### src/rtl/assert_macros.svh
// Assertion macros included by the core top level.
`ifndef ASSERT_MACROS_SVH
`define ASSERT_MACROS_SVH

// Implication checked on every clock edge outside reset.
`define ASSERT_IMPLY(lbl, clk, rst_n, ante, cons) \
  lbl: assert property (@(posedge clk) disable iff (!rst_n) (ante) |-> (cons)) \
    else $error("assertion failed");

// Condition that holds on every clock edge outside reset.
`define ASSERT_ALWAYS(lbl, clk, rst_n, cond) \
  lbl: assert property (@(posedge clk) disable iff (!rst_n) (cond)) \
    else $error("assertion failed");

`endif

### src/rtl/fdm_pkg.sv
// Types, constants and codes of the floor divmod core.
package fdm_pkg;
  localparam int DATA_WIDTH_DEF = 64;
  localparam int FIELD_W        = 64;

  localparam logic [2:0] ELEM_TYPE_RST = 3'd2;

  localparam logic [1:0] ST_OK   = 2'd0;
  localparam logic [1:0] ST_DIVZ = 2'd1;
  localparam logic [1:0] ST_OVF  = 2'd2;

  typedef struct packed {
    logic [FIELD_W-1:0] dividend;
    logic [FIELD_W-1:0] divisor;
  } in_word_t;

  typedef struct packed {
    logic [FIELD_W-1:0] quotient;
    logic [FIELD_W-1:0] remainder;
    logic [1:0]         status;
  } out_word_t;

  // Control that travels with each word down the pipeline.
  typedef struct packed {
    logic valid;
    logic is_signed;
    logic na;
    logic nb;
    logic divz;
    logic ovf;
  } ctl_t;
endpackage

### src/rtl/fdm_pre.sv
// Operand stage: masking to element width, sign split, special cases.
module fdm_pre #(
  parameter int DW = fdm_pkg::DATA_WIDTH_DEF
) (
  input  logic                clk,
  input  logic                rst_n,
  input  logic                valid_i,
  input  logic [2:0]          elem_type_i,
  input  fdm_pkg::in_word_t   word_i,
  output fdm_pkg::ctl_t       ctl_o,
  output logic [DW-1:0]       ma_o,
  output logic [DW-1:0]       mb_o,
  output logic [DW-1:0]       a_o,
  output logic [DW-1:0]       b_o,
  output logic [DW-1:0]       mask_o
);
  import fdm_pkg::*;

  ctl_t          ctl_r, ctl_nxt;
  logic [DW-1:0] ma_r, mb_r, a_r, b_r, mask_r;
  logic [DW-1:0] mask, sbit, a, b;
  int            w;

  always_comb begin
    w = 8 << elem_type_i[1:0];
    if (w > DW) w = DW;
    mask = {DW{1'b1}} >> (DW - w);
    sbit = mask ^ (mask >> 1);
    a    = word_i.dividend[DW-1:0] & mask;
    b    = word_i.divisor[DW-1:0] & mask;
    ctl_nxt.valid     = valid_i;
    ctl_nxt.is_signed = !elem_type_i[2];
    ctl_nxt.na        = ctl_nxt.is_signed && ((a & sbit) != '0);
    ctl_nxt.nb        = ctl_nxt.is_signed && ((b & sbit) != '0);
    ctl_nxt.divz      = (b == '0);
    ctl_nxt.ovf       = ctl_nxt.is_signed && (a == sbit) && (b == mask);
  end

  always_ff @(posedge clk) begin
    if (!rst_n) begin
      ctl_r <= '0;
    end else begin
      ctl_r <= ctl_nxt;
    end
  end

  always_ff @(posedge clk) begin
    ma_r   <= ctl_nxt.na ? ((-a) & mask) : a;
    mb_r   <= ctl_nxt.nb ? ((-b) & mask) : b;
    a_r    <= a;
    b_r    <= b;
    mask_r <= mask;
  end

  assign ctl_o  = ctl_r;
  assign ma_o   = ma_r;
  assign mb_o   = mb_r;
  assign a_o    = a_r;
  assign b_o    = b_r;
  assign mask_o = mask_r;
endmodule

### config.mk
export PLATFORM = sky130hd
export DESIGN_NAME = fdm_pre
export DESIGN_NICKNAME = d
export VERILOG_FILES = /design/src/rtl/assert_macros.svh /design/src/rtl/fdm_pkg.sv /design/src/rtl/fdm_pre.sv
export SDC_FILE = /design/constraint.sdc
export NUM_CORES = 1
export LEC_CHECK = 0
export ABC_AREA = 1
export ABC_CLOCK_PERIOD_IN_PS = 2150
export BUFFER_PORTS_ARGS = -buffer_cell sky130_fd_sc_hd__buf_2
export CAP_MARGIN = 20
export CELL_PAD_IN_SITES_DETAIL_PLACEMENT = 0
export CELL_PAD_IN_SITES_GLOBAL_PLACEMENT = 2
export CORE_ASPECT_RATIO = 2
export CORE_MARGIN = 4
export CORE_UTILIZATION = 24
export CTS_BUF_LIST = sky130_fd_sc_hd__clkbuf_4 sky130_fd_sc_hd__clkbuf_8
export CTS_CLUSTER_DIAMETER = 40
export DETAILED_ROUTE_END_ITERATION = 12
export MAX_ROUTING_LAYER = met4
export PLACE_DENSITY_LB_ADDON = 0.1
export SLEW_MARGIN = 20
export SYNTH_ARGS = -nofsm -noshare
export SYNTH_HDL_FRONTEND = slang
export SYNTH_SLANG_ARGS = --single-unit
### constraint.sdc
create_clock -name clk -period 2.15 [get_ports clk]
set_input_delay 0.215 -clock clk [delete_from_list [all_inputs] [get_ports clk]]
set_output_delay 0.215 -clock clk [all_outputs]
set_load 0.01 [all_outputs]
# After elaboration in Yosys (flattened, before gate mapping)
# Cells that the tools add are included.
classes:
  add_sub_neg: 3
  order_cmp: 1
  eq_ne: 2
  shift: 2
  n_mux: 3
  bitwise_logic: 7
  n_reduce_logical: 8
op_table:
  columns: ["op", "count"]
  rows:
  - ["AND 64 bit", 6]
  - ["== test 64 bit", 2]
  - ["2-to-1 mux 64 bit", 2]
  - ["negator 64 bit", 2]
  - ["nonzero test 64 bit", 2]
  - ["zero test 64 bit", 1]
  - [">> shifter 64 x 32 -> 64 bit, first input constant", 1]
  - ["XOR 64 x 63 -> 64 bit", 1]
  - ["greater-than comparator 32 x 8 -> 1 bit, second input constant", 1]
  - ["2-to-1 mux 32 bit", 1]
  - ["left shift 4 x 2 -> 32 bit, first input constant", 1]
  - ["subtractor 8 x 32 -> 32 bit, first input constant", 1]
  - ["logical AND 1 bit", 4]
  - ["zero test 1 bit", 1]
totals:
  register_bits: 326
  inputBits: 134
  out_inout_bits: 326
  word_cells: 37

# Depth between registers and ports, before layout
depth:
  depth_word: 10
  mapped_depth: 18
  mapped_depth_nobuf: 16

# Least setup slack after synthesis
# No wires, ideal clock.
synth_timing:
  path_type: "input to register"
  startpoint: "input port elem_type_i[1]"
  endpoint: "register ma_r[52], in the netlist ma_o[52]"
  setup_time_ns: 0.115
  arrival_time_ns: 2.236
  required_ns: 2.035
  path_slack_ns: -0.201
  stages: 16
  n_path_buf: 4
  path_cell_list: "buf_6 -> buf_2 -> buf_2 -> buf_1 -> nor2_1 -> ha_1 -> nor2_1 -> nand2_1 -> nor2_1 -> nor2_4 -> o21ai_1 -> nand2_1 -> nor2_2 -> nand3_1 -> nand2_1 -> nor2_1"
synth_via:
  elab_chain_cells: 10
  word_cells_on_any_way: 13
  classes_between: "add/sub (2); order compare (1); shift (2); mux (2); bitwise (4); reduce/logical (2)"
synth_rtl:
  columns: ["element", "line_no", "text"]
  rows:
  - ["from (decl)", "fdm_pre.sv:8", "input logic [2:0] elem_type_i,"]
  - ["left shift 4 x 2 -> 32 bit *", "fdm_pre.sv:25", "w = 8 << elem_type_i[1:0];"]
  - ["greater-than comparator 32 x 8 -> 1 bit", "fdm_pre.sv:26", "if (w > DW) w = DW;"]
  - ["2-to-1 mux 32 bit *", "fdm_pre.sv:26", null]
  - ["subtractor 8 x 32 -> 32 bit *", "fdm_pre.sv:27", "mask = {DW{1'b1}} >> (DW - w);"]
  - [">> shifter 64 x 32 -> 64 bit *", "fdm_pre.sv:27", null]
  - ["parallel branches: the longest is 4 deep, another holds negator 64 bit", null, null]
  - ["2-to-1 mux 64 bit *", "fdm_pre.sv:48", "ma_r <= ctl_nxt.na ? ((-a) & mask) : a;"]
  - ["to (signal assigned)", "fdm_pre.sv:48", null]
  - ["to (decl)", "fdm_pre.sv:20", "logic [DW-1:0] ma_r, mb_r, a_r, b_r, mask_r;"]
# Mark *: on every way between the ends.
# A chain may end at the register's enable or synchronous reset.

# Worst setup path in the final report
layout_timing:
  startpoint: "input port elem_type_i[0]"
  endpoint: "register ma_r[58], in the netlist ma_o[58]"
# Same word-level chain as after synthesis.

==> results.py <==
metrics = {
    "clock_network": {
        "cts_made_buffers": 45,
        "htreeDepth": 2,
        "clock_path_buffers": 3,
        "cts_num_sinks": 265,
        "clkTransAtPathRegs_ns": 0.06,
        "root_buffer": "clkbuf_8",
        "cts_tree": "done",
    },
    "sta": {
        "worst_slack_ns": 0.146,
        "post-route-period-util_pct": 93.2,
        "final-hold-violation-count": 0,
        "fin_crit_ns": 2.00,
        "slew_headroom_pct": 54.1,
        "finalSetupViolCount": 0,
        "final-max-slew-violation-count": 0,
        "fmax_mhz": 499,
        "timing.hold.ws_ns": 0.0332,
        "worstMarginPinSlew_ns": 0.687,
        "rsz0062_at_grt": "true",
    },
    "placed_design": {
        "port_buffers": 459,
        "routabilityCongestion": 0.948,
        "dp_hpwl_um": 58200,
        "post-place-cells": 3220,
        "place_ws_ns": -0.364,
    },
    "layout": {
        "area_growth_syn_to_layout_pct": 58.7,
        "layout-drive-gt1-share_pct": 32.7,
        "nFillCells": 5707,
        "nNetsFinal": 2878,
        "final_cells": 3431,
        "postLayoutCoreUtil_pct": 38.3,
    },
    "hold_path": {
        "min-delay-start": "word_i[126]",
        "hp-class": "in2reg",
    },
    "worst_setup_path": {
        "crit_slowest_cell": "dlygate4sd3_1",
        "required_ns": 2.65,
        "crit_path_start_kind": "input pin",
        "path_delay_family": "buffers and inverters",
        "cpMostUsedCell": "nand2_1",
        "arrival_ns": 2.50,
        "path_max_fanout": 16,
        "end_kind": "flip-flop",
        "startpoint": "elem_type_i[0]",
        "cp.depth": 14,
        "critPathMaxStageDelay_ns": 0.61,
        "crit_type": "in2reg",
        "cp_cell_sequence": "buf_2 > dlygate4sd3_1 > nand2_4 > inv_2 > buf_12 > o21ai_0 > nand2_1 > nor2_2 > buf_4 > nand2_1 > nor2_1 > nand2_1 > a21oi_1 > nor2_1",
        "crit_buf_inv": 5,
        "crit_end": "ma_o[58]",
    },
    "die": {
        "start_util_pct": 24.1,
        "dieArea_um2": 55900,
        "die_w_um": 169,
        "rows": 118,
        "fp.dieH_um": 330,
        "coreArea_um2": 51700,
        "io-pin-count": 460,
    },
    "global_routing": {
        "grt_pass1_vias": 15300,
        "antenna_found_initial": 1,
        "track_usage_pct": 24.4,
        "grt_pass1_wl_um": 97600,
        "grt_max_degree": 33,
        "globalRouteOverflowTotal": 0,
    },
    "logic_synthesis": {
        "synth_edf_count": 0,
        "synth_compound_area_share_pct": 9.99,
        "synth.cell_area_um2": 12500,
        "syn_area_per_cell_um2": 6.56,
        "synthSimpleGateAreaFrac_pct": 32.0,
        "ys_ff_latch": 265,
        "synth_xor_xnor_area_share_pct": 0.843,
        "ys_warn_count": 0,
        "ys_seq_area_share_pct": 42.5,
        "synth-main-ff-cell": "dfxtp_1",
        "synth_common_cells": "475 x nand2_1, 348 x nor2_1, 265 x dfxtp_1, 252 x inv_1, 120 x a21oi_1",
        "synth_area_leaders": "dfxtp_1 43%, nand2_1 14%, nor2_1 10%",
        "synthAdderAreaFrac_pct": 0.602,
        "yosysMostFrequentCell": "nand2_1",
        "synth_top_family_by_area": "simple AND/OR/NAND/NOR gates",
        "synth_top_cell_area_share_pct": 42.5,
        "synthCells": 1902,
        "synthMuxAreaShare_pct": 0,
        "synthArstFlopShare_pct": 0,
        "yosys.area.top_type": "dfxtp_1",
        "synth_cell_types": 34,
        "synthesis.nets": 2042,
    },
    "routing": {
        "dr.first_iter.drc_count": 753,
        "wl_per_cell_um": 20.2,
        "drtAntennaViolNets": 0,
        "wl_um": 69100,
        "drt_pre_antenna_iters": 5,
        "vias": 14900,
        "viasPerCell": 4.34,
        "drc_errors": 0,
    },
    "power_and_ir_drop": {
        "p_int_w": 0.00928,
        "combPwrFrac_pct": 24.9,
        "p_leak_nw": 11.0,
        "ir_drop_uv": 450,
        "power_frac_seq_pct": 39.2,
        "p_total_w": 0.0137,
        "switchingPower_w": 0.00440,
        "swShare_pct": 32.2,
        "p_per_area_nw_per_um2": 691,
        "clkPwrFrac_pct": 36.0,
    },
    "job": {
        "cap_violations": 0,
    },
    "outcome": {
        "outcome": "finished, final reports clean",
    },
}
[worst min-delay path by stage]
stage          endpoint  depth (start not counted)  slack [ns]
2_1_floorplan  ctl_o[4]                          1        0.30
3_3_place_gp     a_o[5]                          1        0.34
3_5_place_dp     a_o[5]                          1        0.34
4_1_cts         a_o[62]                          3     0.00009
5_1_grt        mb_o[61]                          4        0.05
6_report        a_o[62]                          3        0.03
[sequential cells by signal, indices dropped and copies added, names as in the netlist]
signal and cells:
a_o 64, mb_o 64, b_o 63, ma_o 63, ctl_o 6, mask_o 5
[cell type report]
cell class / count / area (um2) / area share (%)
timing repair buffer: 919 / 6270 / 31.7
sequential: 265 / 5310 / 26.8
tap: 660 / 826 / 4.17
clock inverter: 14 / 123 / 0.619
antenna: 1 / 2.50 / 0.0126
clock buffer: 65 / 832 / 4.20
multi-input combinational: 1253 / 5490 / 27.7
inverter: 254 / 955 / 4.82
[logic make-up after synthesis]
family                     after synthesis
and+or+nand+nor                        991
buffers and inverters                  384
DFF                                    265
AOI/OAI and AO/OA                      243
xor gates and xnor gates                12
adders and majority gates                6
other                                    1
[placed cells by master, fill, tap and decap left out, types with 8 or more instances in the layout]
master | Yosys | layout
a21oi_1 | 120 | 119
buf_12 | 0 | 14
buf_2 | 25 | 458
buf_4 | 63 | 315
clkbuf_4 | 0 | 10
clkbuf_8 | 0 | 55
clkinvlp_4 | 0 | 8
dfxtp_1 | 265 | 265
dlygate4sd3_1 | 0 | 128
inv_1 | 252 | 250
nand2_1 | 475 | 466
nand2_2 | 2 | 10
nand3_1 | 112 | 111
nand4_1 | 18 | 18
nor2_1 | 348 | 341
nor2_2 | 3 | 9
nor3_1 | 22 | 22
o21ai_0 | 93 | 93
o21ai_1 | 17 | 15
xor2_1 | 12 | 12
[power groups by stage]
stage	Clock, W	Sequential (W)	Combinational [W]
after floorplan	0	0.00561	0.00128
after global placement	0	0.00547	0.00325
after detailed placement	0	0.00547	0.00324
after CTS	0.00515	0.00536	0.00344
after global routing	0.00531	0.00538	0.00372
final	0.00492	0.00536	0.00341
[worst min-delay path, stage by stage]
cell and delay, ns:
buf_2 0.08, inv_1 0.16, nor2_1 0.14
[what timing repair did]
| action | 4_1_cts | 5_1_grt |
|---|---|---|
| hold buffers | 129 | 0 |
| gates resized for setup | 0 | 26 |
| setup buffers | 0 | 2 |
| hold endpoints to repair | 209 | 0 |
| endpoints found under the setup margin | 0 | 48 |
[layer usage]
metal	wire length (um)	vias up	share of wire (%)	track usage, %
met5	0	-	0	-
met4	3450	0	5.0	10.8
met3	2860	130	4.1	2.88
met2	40000	483	58	49.6
met1	22800	6767	33	22.1
li1	-	7508	-	-
[stage by stage]
stage	setup TNS, ns	cell area (um2)
final	0	19800
after global routing	-0.0233	19800
after CTS	0	19700
after detailed placement	-8.50	17500
after global placement	-7.63	17500
after floorplan	0	12500
Note: power is estimated with default switching activity, not from simulation.
