## config.mk

```make
export PLATFORM = sky130hd
export DESIGN_NAME = fdm_stage
export DESIGN_NICKNAME = d
export VERILOG_FILES = /design/src/rtl/assert_macros.svh /design/src/rtl/fdm_pkg.sv /design/src/rtl/fdm_stage.sv
export SDC_FILE = /design/constraint.sdc
export NUM_CORES = 1
export LEC_CHECK = 0
export BUFFER_PORTS_ARGS = -buffer_cell sky130_fd_sc_hd__buf_2
export CORE_AREA = 4 4 304 306
export CTS_CLUSTER_DIAMETER = 100
export DETAILED_ROUTE_END_ITERATION = 16
export DIE_AREA = 0 0 308 310
export SYNTH_ARGS = -nofsm -noshare
export SYNTH_HDL_FRONTEND = slang
export SYNTH_SLANG_ARGS = --single-unit
```

## constraint.sdc

```tcl
create_clock -name clk -period 3.45 [get_ports clk]
set_input_delay 0.1725 -clock clk [delete_from_list [all_inputs] [get_ports clk]]
set_output_delay 0.1725 -clock clk [all_outputs]
set_load 0.02 [all_outputs]
```

## src/rtl/assert_macros.svh

```systemverilog
// Assertion macros included by the core top level.
`ifndef ASSERT_MACROS_SVH
`define ASSERT_MACROS_SVH

// Implication checked on every clock edge outside reset.
`define ASSERT_IMPLY(lbl, clk, rst_n, ante, cons) \
  lbl: assert property (@(posedge clk) disable iff (!rst_n) (ante) |-> (cons)) \
    else $error("assertion failed");

// Condition that holds on every clock edge outside reset.
`define ASSERT_ALWAYS(lbl, clk, rst_n, cond) \
  lbl: assert property (@(posedge clk) disable iff (!rst_n) (cond)) \
    else $error("assertion failed");

`endif

```

## src/rtl/fdm_pkg.sv

```systemverilog
// Types, constants and codes of the floor divmod core.
package fdm_pkg;
  localparam int DATA_WIDTH_DEF = 64;
  localparam int FIELD_W        = 64;

  localparam logic [2:0] ELEM_TYPE_RST = 3'd2;

  localparam logic [1:0] ST_OK   = 2'd0;
  localparam logic [1:0] ST_DIVZ = 2'd1;
  localparam logic [1:0] ST_OVF  = 2'd2;

  typedef struct packed {
    logic [FIELD_W-1:0] dividend;
    logic [FIELD_W-1:0] divisor;
  } in_word_t;

  typedef struct packed {
    logic [FIELD_W-1:0] quotient;
    logic [FIELD_W-1:0] remainder;
    logic [1:0]         status;
  } out_word_t;

  // Control that travels with each word down the pipeline.
  typedef struct packed {
    logic valid;
    logic is_signed;
    logic na;
    logic nb;
    logic divz;
    logic ovf;
  } ctl_t;
endpackage

```

## src/rtl/fdm_stage.sv

```systemverilog
// One restoring division step, registered.
module fdm_stage #(
  parameter int DW = fdm_pkg::DATA_WIDTH_DEF
) (
  input  logic             clk,
  input  logic             rst_n,
  input  fdm_pkg::ctl_t    ctl_i,
  input  logic [DW-1:0]    rem_i,
  input  logic [DW-1:0]    q_i,
  input  logic [DW-1:0]    mb_i,
  input  logic [DW-1:0]    a_i,
  input  logic [DW-1:0]    b_i,
  input  logic [DW-1:0]    mask_i,
  output fdm_pkg::ctl_t    ctl_o,
  output logic [DW-1:0]    rem_o,
  output logic [DW-1:0]    q_o,
  output logic [DW-1:0]    mb_o,
  output logic [DW-1:0]    a_o,
  output logic [DW-1:0]    b_o,
  output logic [DW-1:0]    mask_o
);
  import fdm_pkg::*;

  ctl_t          ctl_r;
  logic [DW-1:0] rem_r, q_r, mb_r, a_r, b_r, mask_r;
  logic [DW-1:0] rem_nxt, q_nxt;
  logic [DW:0]   trial;

  // Shift the next dividend bit in and try the subtract.
  always_comb begin
    trial = {rem_i, q_i[DW-1]} - {1'b0, mb_i};
    if (!trial[DW]) begin
      rem_nxt = trial[DW-1:0];
      q_nxt   = {q_i[DW-2:0], 1'b1};
    end else begin
      rem_nxt = {rem_i[DW-2:0], q_i[DW-1]};
      q_nxt   = {q_i[DW-2:0], 1'b0};
    end
  end

  always_ff @(posedge clk) begin
    if (!rst_n) begin
      ctl_r <= '0;
    end else begin
      ctl_r <= ctl_i;
    end
  end

  always_ff @(posedge clk) begin
    rem_r  <= rem_nxt;
    q_r    <= q_nxt;
    mb_r   <= mb_i;
    a_r    <= a_i;
    b_r    <= b_i;
    mask_r <= mask_i;
  end

  assign ctl_o  = ctl_r;
  assign rem_o  = rem_r;
  assign q_o    = q_r;
  assign mb_o   = mb_r;
  assign a_o    = a_r;
  assign b_o    = b_r;
  assign mask_o = mask_r;
endmodule

```

; ---- After elaboration in Yosys (flattened, before gate mapping)
; Index checks and enable logic that the tools add are counted.
[totals]
register_bits = 390
in_bits = 392
output_inout_bits = 390
[op_classes]
add_sub_neg = 1
muxes = 2
[ops]
columns = op, count
row1 = subtractor 65 x 64 -> 65 bit, 1
row2 = two-way mux 64 bit, 1
row3 = two-way mux 1 bit, 1

; ---- Logic depth before layout (Yosys ltp)
; Gate-level depths: netlist of run 1.
[logic_depth]
word_depth = 2
ltp_mapped = 14
ltp_nobuf = 13

; ---- Worst setup path before layout of run 1
; No wires, ideal clock.
[synth_timing]
path_kind = input port to flip-flop
startpoint = in mb_i[26]
endpoint = reg rem_r[59] (netlist: rem_o[59])
setup_ns = 0.123
arrival_time_ns = 2.927
required_ns = 3.327
path_slack_ns = 0.400
path_stages = 10
path_cell_list = inv_1 -> ha_1 -> a21o_1 -> or4b_1 -> or4b_4 -> a311o_1 -> a211oi_2 -> o21ai_1 -> mux2i_1 -> mux2_1
[synth_via]
elab_chain_len = 2
[synth_rtl]
columns = element, line_no
row1 = "start, declared", fdm_stage.sv:10  ; input logic [DW-1:0] mb_i,
row2 = subtractor 65 x 64 -> 65 bit, fdm_stage.sv:31  ; trial = {rem_i, q_i[DW-1]} - {1'b0, mb_i};
row3 = two-way mux 64 bit, fdm_stage.sv:32  ; if (!trial[DW]) begin
row4 = net rem_nxt[59], fdm_stage.sv:26  ; logic [DW-1:0] rem_nxt, q_nxt;
row5 = "end signal, assigned", fdm_stage.sv:50  ; rem_r <= rem_nxt;
row6 = "end, declared", fdm_stage.sv:25  ; logic [DW-1:0] rem_r, q_r, mb_r, a_r, b_r, mask_r;
; The timed path passes the listed nets, and every way through them passes these cells.
; A chain may end at the register's enable or synchronous reset.

; ---- Final worst setup path of run 1
[layout_timing]
startpoint = in mb_i[21]
endpoint = reg rem_r[38] (netlist: rem_o[38])
; Same word-level chain as after synthesis.

==> results of run 1 <==
-- placed cells by master, fill, tap and decap left out, types with 5 or more instances in the layout --
master	netlist	routed
a211oi_1	5	5
nand2_1	62	62
o21ai_0	19	19
buf_2	6	781
mux2i_1	6	6
a311oi_1	5	5
nor2b_1	11	10
buf_4	1	56
o21bai_1	15	15
nand3_1	10	10
o21ai_1	17	16
inv_1	87	87
xnor2_1	34	34
mux2_1	48	48
and3_1	9	9
ha_1	64	62
nor3_1	8	8
a31oi_1	8	8
mux2_2	8	8
dfxtp_1	390	390
and2_1	11	11
nor2_1	42	42
a21oi_1	78	75
inv_6	0	5
nand2b_1	8	8
a21o_1	32	32
clkbuf_1	26	7
clkbuf_8	0	6
diode_2	0	5
nand4_1	22	22
clkbuf_16	0	50
o21a_1	6	6
xor2_1	23	23
o31ai_1	5	5
dlygate4sd3_1	0	394
-- logic make-up (layout without fill, tap and decap cells) --
kind of cell / after synthesis / count (layout) / share of synthesized area (%)
AND/OR/NAND/NOR: 206 / 206 / 8.10
flip-flops: 390 / 390 / 60.6
other: 0 / 5 / 0
multiplexers: 63 / 63 / 5.48
adder cells (fa/ha/maj): 65 / 65 / 6.37
XOR/XNOR: 57 / 57 / 3.87
AO/OA/AOI/OAI: 236 / 236 / 12.0
buffers and inverters: 121 / 1407 / 3.61
-- stage by stage --
step                hold slack, ns  instance area, sq um  TNS (ns)  total power, W
finish                      0.0786                 24200         0          0.0129
global route                0.0437                 24200   -0.0107          0.0135
CTS                        0.00521                 24100         0          0.0131
detailed placement           0.276                 18600    -10.17         0.00763
global placement             0.275                 18600    -13.52         0.00763
floorplan                    0.200                 12900         0         0.00645
-- final timing paths --
path,depth (start not counted),end,startpoint
setup / recovery,17,rem_o[38],mb_i[21]
hold / removal,4,rem_o[44],rem_i[43]
-- area by class of cell --
type,count,area (sq um)
Multi-Input combinational cell,627,4660
Sequential cell,390,7810
Clock buffer,60,1280
Timing Repair Buffer,1237,8400
Inverter,88,338
Antenna cell,5,12.5
Clock inverter,22,259
Fill cell,9320,65400
Tap cell,1176,1470
-- metal layers --
layer | share of wire, % | wire length (um) | vias up
li1 | - | - | 6436
met1 | 39 | 26700 | 6313
met2 | 50 | 34600 | 600
met3 | 7.3 | 5000 | 107
met4 | 3.3 | 2250 | 4
met5 | 0.029 | 20 | -
-- flip-flops by register name, summed over array words and instances, names as in the netlist --
register and flops:
a_o 64, b_o 64, mask_o 64, mb_o 64, q_o 64, rem_o 64
ctl_o 6
-- power breakdown --
group	leakage, nW	switching [W]	internal, W
sequential	3.29	0.000133	0.00490
combinational	7.50	0.00166	0.00129
clock	0.751	0.00207	0.00289
-- timing repair --
action                                 CTS  global route
gates resized for setup                  0            17
hold buffers                           394             0
endpoints found under the hold margin  388             0
setup endpoints to repair                0            57
==> metrics.md, run 1 <==
| Metric | Value |
|---|---|
| Status | `complete, no violations` |
| VDD IR max | `355 uV` |
| Startpoint Class | `input pin` |
| Routed Wire Length | `68600 um` |
| Worst-path cell chain | `dlygate4sd3_1, buf_2, inv_1, ha_1, nand4_1, nor4b_4, buf_4, nand3_1, o22a_2, a21oi_2, buf_4, o21ai_1, and2_1, o211a_4, inv_8, buf_12, mux2_1` |
| Synth top area share | `60.6%` |
| Post-synthesis cell count | `1138` |
| Post-Syn Area | `0.0129 sq mm` |
| Register area share after synthesis | `60.6%` |
| Cell taking the most area after synthesis | `dfxtp_1` |
| Met3 usage | `3.55%` |
| # Post-CTS Setup Buffers | `0` |
| IO Port Bufs | `781` |
| H-tree depth | `2` |
| Pre-antenna DRT Iters | `7` |
| Hpwl dp | `52900 um` |
| Busiest grt layer | `met2` |
| Most frequent CP cell | `buf_4` |
| DRT iter0 DRCs | `717` |
| Syn Nets | `1595` |
| Antenna violations before repair | `17` |
| Cell variety after synth | `71` |
| Drt drc | `0` |
| Worst Path Arrival | `3.82 ns` |
| CP peak stage delay | `0.54 ns` |
| CTS clk-pin slew, worst paths | `0.06 ns` |
| Critical path's top delay family | `buffers and inverters` |
| All-Layer GR Usage | `13.2%` |
| Fraction of layout cells with a size suffix above 1 | `39.0%` |
| Min-Delay Path Class | `input pin to flip-flop` |
| Initial Util | `14.4%` |
| Most common cell in the synthesized netlist | `dfxtp_1` |
| Main synth FF type | `dfxtp_1` |
| Row count | `110` |
| Worst slack at placement | `-0.208 ns` |
| Die ar. | `0.0955 sq mm` |
| Clk root buf | `clkbuf_16` |
| Core region area | `0.0896 sq mm` |
| Actual slew at the worst max-slew pin | `0.552 ns` |
| Final setup vio count | `0` |
| Top cells by area, synth | `dfxtp_1 61%, ha_1 6.2%, mux2_1 4.2%` |
| Post-route ant nets | `0` |
| Post-layout minimum cycle time | `3.35 ns` |
| Area Growth Syn to Fin | `88.1%` |
| Path type of the worst setup path | `input pin to flip-flop` |
| Die W | `308 um` |
| Average wire per standard cell | `19.0 um` |
| Net count reported at finish | `2848` |
| Largest net degree at the start of global routing | `32` |
| Synth Register Bits | `390` |
| CTS tree | `done` |
| Synthesized area per cell | `11.3 sq um` |
| Fmax | `298 MHz` |
| Relative slew slack | `63.1%` |
| Critical Path Fanout Max | `15` |
| Number of flops mapped to enable cells by yosys | `0` |
| Worst Path Required | `3.92 ns` |
| Final core occ | `27.0%` |
| Yosys warns | `0` |
| Fin cells | `3605` |
| Met2 global-route usage | `24.1%` |
| Routed vias | `13500` |
| Total grt overflow | `0` |
| IO Pins | `782` |
| Max_cap viols | `0` |
| CTS Buf Count | `47` |
| First-pass GRT wire length | `92700 um` |
| Pins Over Slew Limit | `0` |
| Vias per cell | `3.73` |
| PwrDens | `534 mW/mm^2` |
| GR Layer Usage met1 | `14.9%` |
| CTS Sinks | `390` |
| Die Y | `310 um` |
| Fraction of registers with async set/reset | `0%` |
| Critical Path End Type | `flip-flop` |
| Longest Clk Path Bufs | `3` |
| Hold Vio Cnt, Final | `0` |
| Final GP Congestion | `0.876` |
| Placed instance count | `3120` |
| Buffers plus inverters on the worst setup path | `7` |
| Vias in the first global route | `13900` |
| Final WS setup | `0.0994 ns` |
| Period utilization | `97.1%` |
| Crit path max-delay cell type | `dlygate4sd3_1` |
| Commonest cells in the netlist | `390 x dfxtp_1, 87 x inv_1, 78 x a21oi_1, 64 x ha_1, 62 x nand2_1` |
| Leakage power | `11.5 nW` |
No activity file was read; power rests on OpenSTA's default activity.
==> inputs of run 2 (changes only) <==
--- a/config.mk
+++ b/config.mk
@@ -10,6 +10,7 @@
 export CTS_CLUSTER_DIAMETER = 100
 export DETAILED_ROUTE_END_ITERATION = 16
 export DIE_AREA = 0 0 308 310
+export RECOVER_POWER = 50
 export SYNTH_ARGS = -nofsm -noshare
 export SYNTH_HDL_FRONTEND = slang
 export SYNTH_SLANG_ARGS = --single-unit
==> metrics.md, run 2 (synthesis results as in run 1) <==
| Metric | Value |
|---|---|
| Status | `complete, no violations` |
| Final GP Congestion | `0.876` |
| Hold Vio Cnt, Final | `0` |
| Pins Over Slew Limit | `0` |
| Total grt overflow | `0` |
| Final core occ | `26.9%` |
| Most frequent cells in the layout | `655 x buf_2, 394 x dlygate4sd3_1, 390 x dfxtp_1, 132 x clkbuf_1, 87 x inv_1` |
| PwrDens | `537 mW/mm^2` |
| Routed Wire Length | `68600 um` |
| Worst slack at placement | `-0.208 ns` |
| Actual slew at the worst max-slew pin | `0.507 ns` |
| CP startpoint | `mb_i[21]` |
| Placed instance count | `3120` |
| IO Port Bufs | `781` |
| Longest Clk Path Bufs | `3` |
| Post-route ant nets | `0` |
| Vias per cell | `3.75` |
| Post-layout minimum cycle time | `3.35 ns` |
| DRT iter0 DRCs | `700` |
| VDD IR max | `355 uV` |
| Net count reported at finish | `2848` |
| Fin cells | `3605` |
| Row count | `110` |
| IO Pins | `782` |
| Area Growth Syn to Fin | `86.9%` |
| Final setup vio count | `0` |
| Power, Total | `0.0129 W` |
| Relative slew slack | `65.9%` |
| Worst Path Required | `3.91 ns` |
| Hpwl dp | `52900 um` |
| Max_cap viols | `0` |
| Die W | `308 um` |
| Critical Path End Type | `flip-flop` |
| Period utilization | `97.2%` |
| Pre-antenna DRT Iters | `5` |
| Most common cell after layout, fill and taps aside | `buf_2` |
| Vias in the first global route | `13900` |
| Largest net degree at the start of global routing | `32` |
| Leakage power | `11.2 nW` |
| Critical Path Fanout Max | `7` |
| CTS tree | `done` |
| Min-Delay Path Class | `input pin to flip-flop` |
| H-tree depth | `2` |
| All-Layer GR Usage | `13.2%` |
| Startpoint Class | `input pin` |
| Average wire per standard cell | `19.0 um` |
| # Post-CTS Setup Buffers | `0` |
| Core region area | `0.0896 sq mm` |
| CTS Sinks | `390` |
| Worst Path Arrival | `3.81 ns` |
| Drt drc | `0` |
| Antenna violations before repair | `17` |
| CTS clk-pin slew, worst paths | `0.06 ns` |
| Setup TNS | `0 ns` |
| Die Y | `310 um` |
| Final WS setup | `0.0981 ns` |
| CTS Buf Count | `47` |
| Hold Crit Start | `rem_i[43]` |
| Initial Util | `14.4%` |
| Routed vias | `13500` |
| First-pass GRT wire length | `92700 um` |
| Clk root buf | `clkbuf_16` |
| Fraction of layout cells with a size suffix above 1 | `33.9%` |
| Die ar. | `0.0955 sq mm` |
| Path type of the worst setup path | `input pin to flip-flop` |
| Fmax | `298 MHz` |
## run 2: cell count changes in the layout (fill, tap and decap cells not counted), sizes merged
cell	before	now
buf	840	714
clkbuf	63	189
## run 2: final timing paths
check,end,cells after the start
worst max-delay path,rem_o[12],17
worst min-delay path,rem_o[44],4
## run 2: power breakdown
| group | total [W] | leakage, nW | switching, W | internal (W) |
|---|---|---|---|---|
| Sequential | 0.00503 | 3.29 | 0.000135 | 0.00490 |
| Clock | 0.00496 | 0.751 | 0.00207 | 0.00289 |
| Combinational | 0.00292 | 7.16 | 0.00166 | 0.00126 |
## run 2: layout make-up
type	count	area, sq um
fill	9386	65500
timing repair buffer	1237	8240
sequential	390	7810
multi-input combinational	627	4660
tap	1176	1470
clock buffer	60	1280
inverter	88	338
clock inverter	22	259
antenna	5	12.5
## run 2: critical path, stage by stage
cell,delay (ns)
dlygate4sd3_1,0.54
buf_2,0.12
inv_1,0.04
ha_1,0.30
nand4_1,0.20
nor4b_4,0.39
buf_4,0.19
nand3_1,0.07
o22a_2,0.27
a21oi_2,0.17
buf_4,0.13
o21ai_1,0.08
and2_1,0.20
o211a_4,0.28
inv_8,0.12
buf_6,0.19
mux2_1,0.34
## run 2: stage by stage
stage                     instance area [sq um]  hold slack, ns
after detailed placement                  18600           0.276
final                                     24100          0.0733
after CTS                                 24100         0.00521
after global placement                    18600           0.275
after floorplan                           12900           0.200
after global routing                      24100          0.0437
## run 2: layer usage
layer | vias up | GRT usage (%) | wire length (um)
met1 | 6351 | 14.9 | 26700
li1 | 6434 | - | -
met3 | 110 | 3.55 | 5030
met5 | - | 0 | 20
met4 | 4 | 4.52 | 2270
met2 | 603 | 24.1 | 34600
## run 2: timing repair
item | CTS | global route
endpoints found under the hold margin | 388 | 0
hold buffers | 394 | 0
resized for setup | 0 | 17
endpoints found under the setup margin | 0 | 57
==> inputs of run 3 (changes only) <==
--- a/config.mk
+++ b/config.mk
@@ -5,11 +5,12 @@
 export SDC_FILE = /design/constraint.sdc
 export NUM_CORES = 1
 export LEC_CHECK = 0
+export ABC_AREA = 1
 export BUFFER_PORTS_ARGS = -buffer_cell sky130_fd_sc_hd__buf_2
-export CORE_AREA = 4 4 304 306
+export CORE_AREA = 4 4 302 304
 export CTS_CLUSTER_DIAMETER = 100
 export DETAILED_ROUTE_END_ITERATION = 16
-export DIE_AREA = 0 0 308 310
+export DIE_AREA = 0 0 306 308
 export RECOVER_POWER = 50
 export SYNTH_ARGS = -nofsm -noshare
 export SYNTH_HDL_FRONTEND = slang
==> metrics.md, run 3 <==
| Metric | Value |
|---|---|
| Post-DP Area | `0.0204 sq mm` |
| PwrDens | `515 mW/mm^2` |
| Vias in the first global route | `17400` |
| Most common cell in the synthesized netlist | `nand2_1` |
| Row count | `109` |
| Status | `complete, no violations` |
| Path type of the worst setup path | `input pin to flip-flop` |
| CTS clk-pin slew, worst paths | `0.06 ns` |
| Critical Path End Type | `flip-flop` |
| H-tree depth | `2` |
| XOR/XNOR Fraction of Synth Area | `1.80%` |
| Cell taking the most area after synthesis | `dfxtp_1` |
| Initial Util | `17.1%` |
| Most frequent cells in the layout | `800 x nand2_1, 621 x buf_2, 397 x inv_1, 395 x dlygate4sd3_1, 390 x dfxtp_1` |
| Fin cells | `4441` |
| Post-synthesis cell count | `2013` |
| Period utilization | `80.9%` |
| Comb power frac | `22.1%` |
| Top cells by area, synth | `dfxtp_1 52%, nand2_1 20%, inv_1 9.9%` |
| Area Growth Syn to Fin | `71.4%` |
| Die ar. | `0.0942 sq mm` |
| Total grt overflow | `0` |
| IO Pins | `782` |
| Routed vias | `16900` |
| Net count reported at finish | `3686` |
| RSZ-0062 raised after global routing | `false` |
| Simple-Gate Fraction of Synth Area | `28.0%` |
| Post-layout minimum cycle time | `2.79 ns` |
| Routed Wire Length | `82500 um` |
| Final setup vio count | `0` |
| Largest family of logic cells by synthesized area | `simple AND/OR/NAND/NOR gates` |
| Core region area | `0.0882 sq mm` |
| Post-route cell area | `0.0259 sq mm` |
| Relative slew slack | `64.0%` |
| Average wire per standard cell | `18.6 um` |
| Antenna violations before repair | `20` |
| Yosys warns | `0` |
| Synth top area share | `51.7%` |
| Most common cell after layout, fill and taps aside | `nand2_1` |
| Area of the multi-input gates | `0.00565 sq mm` |
| CTS Sinks | `390` |
| Die Y | `308 um` |
| Fraction of layout cells with a size suffix above 1 | `23.1%` |
| Worst Path Arrival | `3.33 ns` |
| Sequential power share | `37.2%` |
| Vias per cell | `3.81` |
| DRT iter0 DRCs | `1049` |
| Final GP Congestion | `1.00` |
| First-pass GRT wire length | `116000 um` |
| CTS tree | `done` |
| Register area share after synthesis | `51.7%` |
| Longest Clk Path Bufs | `3` |
| Sw frac | `30.4%` |
| IO Port Bufs | `781` |
| Synth Area in Compound Gates | `2.19%` |
| Fraction of registers with async set/reset | `0%` |
| Pre-antenna DRT Iters | `6` |
| Hpwl dp | `67100 um` |
| Setup TNS | `0 ns` |
| Final core occ | `29.3%` |
| Worst Path Required | `3.99 ns` |
| Placed instance count | `3951` |
| Clk root buf | `clkbuf_16` |
| Drt drc | `0` |
| Post-Syn Area | `0.0151 sq mm` |
| Hold_buf cts | `395` |
| Synthesized area per cell | `7.50 sq um` |
| Leakage power | `13.8 nW` |
| Actual slew at the worst max-slew pin | `0.537 ns` |
| Min-Delay Path Class | `input pin to flip-flop` |
| Die W | `306 um` |
| # Post-CTS Setup Buffers | `0` |
| Cell variety after synth | `31` |
| Cts repair resizes | `0` |
| Power, Total | `0.0133 W` |
| Filler cell count | `9425` |
| Pins Over Slew Limit | `0` |
| Startpoint Class | `input pin` |
| Storage cell area | `0.00781 sq mm` |
| Fmax | `359 MHz` |
| All-Layer GR Usage | `16.7%` |
| Commonest cells in the netlist | `800 x nand2_1, 397 x inv_1, 390 x dfxtp_1, 103 x nor2_1, 70 x nand3_1` |
| Max_cap viols | `0` |
| CTS Buf Count | `46` |
| Internal power | `0.00928 W` |
| Psw | `0.00405 W` |
| Main synth FF type | `dfxtp_1` |
| Critical Path Fanout Max | `37` |
| Largest net degree at the start of global routing | `38` |
| Hold Vio Cnt, Final | `0` |
| Post-synthesis mux area share | `0%` |
| Synth Register Bits | `390` |
| VDD IR max | `489 uV` |
| Number of flops mapped to enable cells by yosys | `0` |
| Syn Nets | `2470` |
| Post-synthesis adder-cell area fraction | `5.43%` |
| Share of power burned in the clock network | `40.7%` |
| Post-route ant nets | `0` |
[run 3: changes by cell type after synthesis, sizes merged, moves of 8 or more]
| cell | change |
|---|---|
| mux2 | -57 |
| o21ai | -33 |
| nor2 | +69 |
| a21o | -32 |
| nand2b | -8 |
| inv | +313 |
| nand2 | +768 |
| nor2b | -11 |
| a21oi | -28 |
| clkbuf | -26 |
| and2 | -11 |
| xnor2 | -33 |
| a31oi | -8 |
| nand3 | +60 |
[run 3: metal layers]
metal	global-route usage (%)	vias up	wire length [um]
li1	-	8416	-
met1	15.8	7628	27400
met2	33.2	699	44500
met3	4.83	170	6540
met4	6.86	0	4040
met5	0	-	0
[run 3: cell type report]
cell class              count  share of cell area (%)
clock buffers              54                    4.79
diodes                     10                  0.0967
repair buffers           1181                    29.8
multi-input cells        1208                    21.8
well taps                1165                    5.63
flip-flops and latches    390                    30.2
inverters                 402                    5.83
clock inverters            31                    1.84
[run 3: kinds of logic (layout without fill, tap and decap cells)]
logic type      count (synthesis)  count (layout)
compound gates                 62              62
xor+xnor                       31              31
fa+ha+maj                      65              65
buf+inv                       415            1668
flops                         390             390
other cells                     0              10
simple gates                 1050            1050
[run 3: final timing paths]
check / start / endpoint / slack, ns / cells past startpoint
setup / recovery: mb_i[27] / rem_o[53] / 0.66 / 19
hold / removal: rem_i[63] / q_o[0] / 0.15 / 4
[run 3: critical path, cell delays in order]
cell,delay (ns)
dlygate4sd3_1,0.53
clkbuf_1,0.36
inv_1,0.09
ha_1,0.37
nand2_1,0.12
nor2_2,0.22
inv_2,0.07
nor2_4,0.13
inv_2,0.05
nor2_2,0.10
nand2_1,0.07
nand2_2,0.10
nand2_2,0.08
nand2_2,0.09
nand2_2,0.07
nand2_4,0.27
buf_12,0.24
nand2_1,0.07
nand2_1,0.08
[run 3: metrics by stage]
stage | setup WS, ns | hold WS (ns)
2_1_floorplan | 1.35 | 0.200
3_3_place_gp | 0.793 | 0.274
3_5_place_dp | 0.719 | 0.276
4_1_cts | 0.829 | 0.0691
5_1_grt | 0.396 | 0.111
6_report | 0.661 | 0.146
[run 3: power groups by stage]
stage                     logic, W  clock network (W)  registers [W]
after floorplan           0.000996                  0        0.00550
after global placement     0.00258                  0        0.00506
after CTS                  0.00298            0.00563        0.00496
after global routing       0.00319            0.00579        0.00499
after detailed placement   0.00259                  0        0.00505
final                      0.00295            0.00543        0.00497
